**src/hw/rtl/srtf_pkg.sv**
```systemverilog
package srtf_pkg;

   localparam int unsigned MaxSymbols = 32;
   localparam int unsigned DigitSlots = 32;
   localparam int unsigned QueueDepth = 2;

   localparam logic [7:0] SymMinus = 8'h2D;
   localparam logic [7:0] SymPlus  = 8'h2B;

   localparam logic [2:0] RegAlphaLo    = 3'd0;
   localparam logic [2:0] RegAlphaMidLo = 3'd1;
   localparam logic [2:0] RegAlphaMidHi = 3'd2;
   localparam logic [2:0] RegAlphaHi    = 3'd3;
   localparam logic [2:0] RegRadixLen   = 3'd4;

   typedef logic [31:0][7:0] alphabet_type;

   typedef struct packed {
      logic        neg;
      logic [31:0] mag;
      logic [5:0]  len;
   } job_type;

endpackage

```
**src/hw/rtl/srtf_queue.sv**
```systemverilog
module srtf_queue
   import srtf_pkg::*;
(
   input  logic    clock,
   input  logic    reset,
   input  logic    push,
   input  job_type push_job,
   output logic    full,
   input  logic    pop,
   output job_type pop_job,
   output logic    empty
);

   job_type    slot_ff [QueueDepth];
   logic       wr_ptr_ff, wr_ptr_in;
   logic       rd_ptr_ff, rd_ptr_in;
   logic [1:0] count_ff, count_in;

   assign full    = (count_ff == 2'(QueueDepth));
   assign empty   = (count_ff == 2'd0);
   assign pop_job = slot_ff[rd_ptr_ff];

   always_comb begin
      wr_ptr_in = wr_ptr_ff;
      rd_ptr_in = rd_ptr_ff;
      count_in  = count_ff;
      if (push && !full) begin
         wr_ptr_in = ~wr_ptr_ff;
      end
      if (pop && !empty) begin
         rd_ptr_in = ~rd_ptr_ff;
      end
      if ((push && !full) && !(pop && !empty)) begin
         count_in = count_ff + 2'd1;
      end else if (!(push && !full) && (pop && !empty)) begin
         count_in = count_ff - 2'd1;
      end
   end

   always_ff @(posedge clock) begin
      if (reset) begin
         wr_ptr_ff <= 1'b0;
         rd_ptr_ff <= 1'b0;
         count_ff  <= 2'd0;
      end else begin
         wr_ptr_ff <= wr_ptr_in;
         rd_ptr_ff <= rd_ptr_in;
         count_ff  <= count_in;
      end
   end

   always_ff @(posedge clock) begin
      if (push && !full) begin
         slot_ff[wr_ptr_ff] <= push_job;
      end
   end

endmodule

```
**src/hw/rtl/srtf_front.sv**
```systemverilog
module srtf_front
   import srtf_pkg::*;
(
   input  logic         clock,
   input  logic         reset,
   input  logic         start,
   input  logic [31:0]  number_value,
   output logic         busy,
   input  alphabet_type alphabet,
   input  logic [5:0]   radix_len,
   output logic         push,
   output job_type      push_job,
   input  logic         full
);

   typedef enum logic [1:0] {F_IDLE, F_CHECK, F_PUSH} state_type;

   state_type  state_ff;
   job_type    job_ff;
   logic [4:0] idx_ff;
   logic [7:0] cur_sym;
   logic       bad;

   assign cur_sym  = alphabet[idx_ff];
   assign busy     = (state_ff != F_IDLE);
   assign push     = (state_ff == F_PUSH) && !full;
   assign push_job = job_ff;

   // symbol at idx is a sign or repeats later within the length
   always_comb begin
      bad = (cur_sym == SymMinus) || (cur_sym == SymPlus);
      for (int j = 0; j < 32; j++) begin
         if ((6'(j) > {1'b0, idx_ff}) && (6'(j) < job_ff.len) && (alphabet[j] == cur_sym)) begin
            bad = 1'b1;
         end
      end
   end

   always_ff @(posedge clock) begin
      if (reset) begin
         state_ff <= F_IDLE;
         idx_ff   <= 5'd0;
      end else begin
         unique case (state_ff)
            F_IDLE: begin
               if (start) begin
                  job_ff.neg <= number_value[31];
                  job_ff.mag <= number_value[31] ? (32'd0 - number_value) : number_value;
                  job_ff.len <= radix_len;
                  idx_ff     <= 5'd0;
                  if (radix_len >= 6'd2 && {1'b0, radix_len} <= 7'(MaxSymbols)) begin
                     state_ff <= F_CHECK;
                  end
               end
            end
            F_CHECK: begin
               if (bad) begin
                  state_ff <= F_IDLE;
               end else if ({1'b0, idx_ff} == job_ff.len - 6'd1) begin
                  state_ff <= F_PUSH;
               end else begin
                  idx_ff <= idx_ff + 5'd1;
               end
            end
            F_PUSH: begin
               if (!full) begin
                  state_ff <= F_IDLE;
               end
            end
            default: state_ff <= F_IDLE;
         endcase
      end
   end

endmodule

```
**src/hw/rtl/srtf_back.sv**
```systemverilog
module srtf_back
   import srtf_pkg::*;
(
   input  logic         clock,
   input  logic         reset,
   input  alphabet_type alphabet,
   input  logic         empty,
   input  job_type      pop_job,
   output logic         pop,
   output logic         rsp_valid,
   output logic [7:0]   rsp_text_symbol,
   output logic         rsp_final_symbol
);

   typedef enum logic [1:0] {B_IDLE, B_DIV, B_SIGN, B_EMIT} state_type;

   state_type   state_ff;
   logic        neg_ff;
   logic [5:0]  len_ff;
   logic [31:0] mag_ff;
   logic [5:0]  rem_ff;
   logic [1:0]  step_ff;
   logic [5:0]  cnt_ff;
   logic [5:0]  k_ff;
   logic [4:0]  store_ff [DigitSlots];
   logic        valid_ff;
   logic [7:0]  sym_ff;
   logic        final_ff;

   logic [5:0]  rem_in;
   logic [7:0]  quo;
   logic [31:0] mag_in;

   assign pop              = (state_ff == B_IDLE) && !empty;
   assign rsp_valid        = valid_ff;
   assign rsp_text_symbol  = sym_ff;
   assign rsp_final_symbol = final_ff;

   // eight restoring division steps per cycle
   always_comb begin
      rem_in = rem_ff;
      quo    = 8'd0;
      for (int b = 0; b < 8; b++) begin
         rem_in = {rem_in[4:0], mag_ff[31 - b]};
         if (rem_in >= len_ff) begin
            rem_in      = rem_in - len_ff;
            quo[7 - b]  = 1'b1;
         end
      end
      mag_in = {mag_ff[23:0], quo};
   end

   always_ff @(posedge clock) begin
      if (reset) begin
         state_ff <= B_IDLE;
         valid_ff <= 1'b0;
         cnt_ff   <= 6'd0;
         k_ff     <= 6'd0;
         step_ff  <= 2'd0;
      end else begin
         valid_ff <= 1'b0;
         unique case (state_ff)
            B_IDLE: begin
               if (!empty) begin
                  neg_ff   <= pop_job.neg;
                  len_ff   <= pop_job.len;
                  mag_ff   <= pop_job.mag;
                  rem_ff   <= 6'd0;
                  step_ff  <= 2'd0;
                  cnt_ff   <= 6'd0;
                  state_ff <= B_DIV;
               end
            end
            B_DIV: begin
               mag_ff  <= mag_in;
               step_ff <= step_ff + 2'd1;
               if (step_ff == 2'd3) begin
                  store_ff[cnt_ff[4:0]] <= rem_in[4:0];
                  cnt_ff <= cnt_ff + 6'd1;
                  rem_ff <= 6'd0;
                  if (mag_in == 32'd0 || cnt_ff == 6'(DigitSlots - 1)) begin
                     k_ff     <= cnt_ff + 6'd1;
                     state_ff <= neg_ff ? B_SIGN : B_EMIT;
                  end
               end else begin
                  rem_ff <= rem_in;
               end
            end
            B_SIGN: begin
               valid_ff <= 1'b1;
               sym_ff   <= SymMinus;
               final_ff <= 1'b0;
               state_ff <= B_EMIT;
            end
            B_EMIT: begin
               valid_ff <= 1'b1;
               sym_ff   <= alphabet[store_ff[5'(k_ff - 6'd1)]];
               final_ff <= (k_ff == 6'd1);
               k_ff     <= k_ff - 6'd1;
               if (k_ff == 6'd1) begin
                  state_ff <= B_IDLE;
               end
            end
            default: state_ff <= B_IDLE;
         endcase
      end
   end

endmodule

```
**src/hw/rtl/signed_radix_text_formatter.sv**
```systemverilog
// channel  ports                                          direction
// request  start, busy, req_number_value                  in (busy out)
// response rsp_valid, rsp_text_symbol, rsp_final_symbol   out
// csr      csr_we, csr_index, csr_wdata                   in
//
// front is busy after a start with radix 2..32: check, then queue (2 deep)
// back pops a job and divides, 8 quotient bits a cycle, for each digit, then
// puts out one symbol per cycle; it pops the next job only when idle
// reset is synchronous and restores alphabet "0123456789", radix 10
// busy stays high after the check while the queue is full
// responses are one-cycle strobes; the receiver cannot stall them
module signed_radix_text_formatter
   import srtf_pkg::*;
(
   input  logic        clock,
   input  logic        reset,
   input  logic        start,
   output logic        busy,
   input  logic [31:0] req_number_value,
   output logic        rsp_valid,
   output logic [7:0]  rsp_text_symbol,
   output logic        rsp_final_symbol,
   input  logic        csr_we,
   input  logic [2:0]  csr_index,
   input  logic [63:0] csr_wdata
);

   logic [63:0]  alpha_ff [4];
   logic [5:0]   radix_len_ff;
   alphabet_type alphabet;
   logic         push, full, pop, empty;
   job_type      push_job, pop_job;

   assign alphabet = {alpha_ff[3], alpha_ff[2], alpha_ff[1], alpha_ff[0]};

   always_ff @(posedge clock) begin
      if (reset) begin
         alpha_ff[0]  <= 64'd3978425819141910832;
         alpha_ff[1]  <= 64'd14648;
         alpha_ff[2]  <= 64'd0;
         alpha_ff[3]  <= 64'd0;
         radix_len_ff <= 6'd10;
      end else if (csr_we) begin
         unique case (csr_index)
            RegAlphaLo:    alpha_ff[0]  <= csr_wdata;
            RegAlphaMidLo: alpha_ff[1]  <= csr_wdata;
            RegAlphaMidHi: alpha_ff[2]  <= csr_wdata;
            RegAlphaHi:    alpha_ff[3]  <= csr_wdata;
            RegRadixLen:   radix_len_ff <= csr_wdata[5:0];
            default: ;
         endcase
      end
   end

   srtf_front u_front (
      .clock        (clock),
      .reset        (reset),
      .start        (start),
      .number_value (req_number_value),
      .busy         (busy),
      .alphabet     (alphabet),
      .radix_len    (radix_len_ff),
      .push         (push),
      .push_job     (push_job),
      .full         (full)
   );

   srtf_queue u_queue (
      .clock    (clock),
      .reset    (reset),
      .push     (push),
      .push_job (push_job),
      .full     (full),
      .pop      (pop),
      .pop_job  (pop_job),
      .empty    (empty)
   );

   srtf_back u_back (
      .clock            (clock),
      .reset            (reset),
      .alphabet         (alphabet),
      .empty            (empty),
      .pop_job          (pop_job),
      .pop              (pop),
      .rsp_valid        (rsp_valid),
      .rsp_text_symbol  (rsp_text_symbol),
      .rsp_final_symbol (rsp_final_symbol)
   );

endmodule

```
**config.mk**
```make
export PLATFORM = sky130hd
export DESIGN_NAME = signed_radix_text_formatter
export DESIGN_NICKNAME = d
export VERILOG_FILES = /design/src/hw/rtl/srtf_pkg.sv /design/src/hw/rtl/srtf_queue.sv /design/src/hw/rtl/srtf_front.sv /design/src/hw/rtl/srtf_back.sv /design/src/hw/rtl/signed_radix_text_formatter.sv
export SDC_FILE = /design/constraint.sdc
export NUM_CORES = 1
export LEC_CHECK = 0
export ABC_AREA = 1
export BUFFER_PORTS_ARGS = -buffer_cell sky130_fd_sc_hd__buf_2
export CAP_MARGIN = 15
export CELL_PAD_IN_SITES_DETAIL_PLACEMENT = 1
export CELL_PAD_IN_SITES_GLOBAL_PLACEMENT = 2
export CORE_MARGIN = 8
export CORE_UTILIZATION = 35
export CTS_BUF_LIST = sky130_fd_sc_hd__clkbuf_8 sky130_fd_sc_hd__clkbuf_16
export DETAILED_ROUTE_END_ITERATION = 8
export PLACE_DENSITY = 0.77
export SYNTH_ARGS = -nofsm -noshare
export SYNTH_HDL_FRONTEND = slang
export SYNTH_SLANG_ARGS = --single-unit
```
**constraint.sdc**
```tcl
create_clock -name clock -period 15.5 [get_ports clock]
set_input_delay 4.65 -clock clock [delete_from_list [all_inputs] [get_ports clock]]
set_output_delay 4.65 -clock clock [all_outputs]
set_load 0.02 [all_outputs]
```
==> results by group <==
Synthesis
  • Syn Nets: between 4000 and 5000
  • Top post-synthesis cells by count: sky130_fd_sc_hd__nand2_1, sky130_fd_sc_hd__edfxtp_1, sky130_fd_sc_hd__nor2_1
  • Number of flops mapped to enable cells by yosys: roughly 590
  • Post-synthesis cell type with the largest combined area: sky130_fd_sc_hd__edfxtp_1
  • Post-Synthesis Cells: between 4000 and 5000
  • Top_reg_cell synth: sky130_fd_sc_hd__edfxtp_1
  • Portion of the post-synthesis area used by sequential elements: between 40% and 50%
  • Library cells used by synthesis: between 50 and 60
  • Top area cells in the synthesized netlist: sky130_fd_sc_hd__edfxtp_1, sky130_fd_sc_hd__nand2_1, sky130_fd_sc_hd__nand3_1
  • Proportion of synthesized flip-flops having asynchronous set or reset: 0%
  • Avg Synthesized Cell Area: between 8 and 9 um2
  • Synth warnings: 0
  • Top cell type's share of synthesized area: around half
  • Flip-flop and latch count after synthesis: 621
  • Most used standard cell by instance count after synthesis: sky130_fd_sc_hd__nand2_1
  • Combined area of all synthesized cells: ~0.037 mm2

Layout
  • Fin cells: 6012
  • P&R area growth vs syn: 11.60%
  • Share of post-route cells with drive strength above 1: 8.400%
  • Total area of sequential cells: about 0.018 mm2
  • Nets: around 4800
  • Multi-input gate area in the final layout: 0.01548 mm2
  • Final core occ: between 30% and 40%
  • Count of filler cells inserted in the layout: ~12000

STA
  • F_max: just over 70 MHz
  • Tightest slew margin relative to the limit: between 20% and 30%
  • Fin crit share: around nine tenths
  • Worst Tran Pin Value: 1.119 ns
  • Clock period minus worst slack: around 14 ns
  • Setup repair after global routing missed its margin: false
  • Hold Worst Slack: between 0.4 and 0.5 ns
  • Count of final hold-check violations: 0
  • Setup TNS after final layout: 0 ns
  • Final number of setup-violating endpoints: 0
  • Layout Skew: between 0.04 and 0.05 ns
  • Count of pins over their slew limit: 0

Drt
  • Routed wire per std cell: between 20 and 30 um
  • Antenna violation net count after detailed routing: 0
  • Wirelength, routed: ~150000 um
  • First-pass iteration count of the detailed router: 5
  • DR vias: approximately 32000
  • Starting DRT DRC Count: around 2700
  • DRC viols: 0
  • Vias/cell: around 5.4

Global route
  • First-pass GRT wire length: about 220000 um
  • Final global-route overflow total: 0
  • Pin count of the biggest net entering global routing: 85
  • Antenna violations before repair: 2
  • GR Util All Layers: around a quarter
  • Vias in the first global route: roughly 32000

Floorplan
  • Die Ht: roughly 340 um
  • Cell Rows: between 100 and 150
  • Effective utilization at floorplan: 35.35%
  • Die boundary width: about 340 um
  • Area of the placeable core: 0.1036 mm2
  • Die Area: 0.1153 mm2
  • Boundary pin count: 114

Setup path
  • Critical path start-end classification: register to register
  • Startpoint Class: register
  • Worst Path Arrival: roughly 14 ns
  • Endpoint class of the critical path: register
  • Slowest-stage cell, CP: sky130_fd_sc_hd__fa_1
  • Max FO, Critical Path: 11
  • Endpoint required time on the critical path: ~16 ns
  • Highest cell delay on the worst timing path: ~0.46 ns

Clocking
  • Clock tree from TritonCTS: yes
  • Clk_lat worst skew: ~0.67 ns
  • CTS root buf: sky130_fd_sc_hd__clkbuf_16
  • TritonCTS Sinks: 621
  • Cts bufs inserted: 74
  • H-tree depth: 3
  • Worst-path clk slew: roughly 0.070 ns
  • Max Root-Sink Buffers: 3

Hold path
  • Hold/Removal Path Class: register to register

Place
  • Cell count after placement: about 6000
  • Half-perimeter wire length after placement: roughly 110000 um
  • Quantity of I/O buffers inserted on ports: 113
  • Placer congestion estimate: slightly above 0.9

Flow run
  • Max-cap violations: 0

Run status
  • Outcome: finished clean
-- timing repair --
| item | 4_1_cts | 5_1_grt |
|---|---|---|
| setup buffers | 0 | 4 |
| hold buffers | 0 | 0 |
| resized for setup | 0 | 7 |
| setup endpoints to repair | 0 | 173 |
-- worst max-delay path, delay by kind of cell, from the launching register on --
| family | cells | cell delay (ns) |
|---|---|---|
| AOI/OAI and AO/OA | 22 | 4.57 |
| buffers and inverters | 13 | 1.88 |
| DFF | 1 | 0.36 |
| and+or+nand+nor | 23 | 3.53 |
| adders and majority gates | 9 | 3.37 |
-- final cells by class --
type                       instances  share of cell area, %
sequential                       621                  44.76
multi-input combinational       3215                  37.87
clock buffer                      77                  4.684
inverter                         480                  4.427
tap                             1380                  4.222
timing repair buffer             181                  2.650
clock inverter                    57                  1.386
antenna                            1               0.006119
-- state kept, by name (all words and copies together), names as in the netlist, 8 cells and up, named ones only --
name	cells
u_front.push_job	39
alpha_ff	256
u_back.mag_ff	32
u_queue.slot_ff	78
u_back.store_ff	160
u_back.rsp_text_symbol	8
-- cells by family after synthesis --
| kind of cell | count (synthesis) | share of synthesized area, % |
|---|---|---|
| fa+ha+maj | 76 | 2.759 |
| xor+xnor | 91 | 2.175 |
| flops | 621 | 49.94 |
| mux | 6 | 0.1844 |
| simple gates | 2386 | 27.05 |
| buf+inv | 708 | 8.093 |
| compound gates | 656 | 9.800 |
-- cells in the final DEF (no fill, tap or decap), types with 43 or more instances in the layout --
master and n:
sky130_fd_sc_hd__nor2_1 572, sky130_fd_sc_hd__nand2_1 1218, sky130_fd_sc_hd__inv_1 474, sky130_fd_sc_hd__clkbuf_16 76, sky130_fd_sc_hd__a21oi_1 309, sky130_fd_sc_hd__nor3_1 43
sky130_fd_sc_hd__edfxtp_1 586, sky130_fd_sc_hd__o21ai_0 216, sky130_fd_sc_hd__nand3_1 457, sky130_fd_sc_hd__buf_2 113, sky130_fd_sc_hd__ha_1 67, sky130_fd_sc_hd__buf_4 67
sky130_fd_sc_hd__xor2_1 58
-- per-stage QoR --
| step | setup slack [ns] | instance area (um2) |
|---|---|---|
| after floorplan | 2.553 | 36640 |
| final | 1.598 | 40890 |
| after global placement | 0.8919 | 38360 |
| after CTS | 0.6205 | 40850 |
| after global routing | 0.003705 | 40890 |
| after detailed placement | 0.6884 | 38370 |
-- metal layers --
metal,global-route usage (%),wire [um]
met1,33.58,65840
met2,41.26,69950
met3,2.959,7490
met4,11.90,7590
met5,0,0
-- worst paths after layout --
check / cells after the start / startpoint / slack [ns] / endpoint
setup / recovery: 67 / u_back.len_ff[0] / 1.60 / u_back.k_ff[0]
hold / removal: 0 / u_front.push_job[22] / 0.44 / u_queue.slot_ff[0][22]
setup reg to reg: 67 / u_back.len_ff[0] / 1.60 / u_back.k_ff[0]
hold reg to reg: 0 / u_front.push_job[22] / 0.44 / u_queue.slot_ff[0][22]
Power is not shown: default switching activity piles up to over one toggle a cycle in this logic, so the estimate is an artifact.
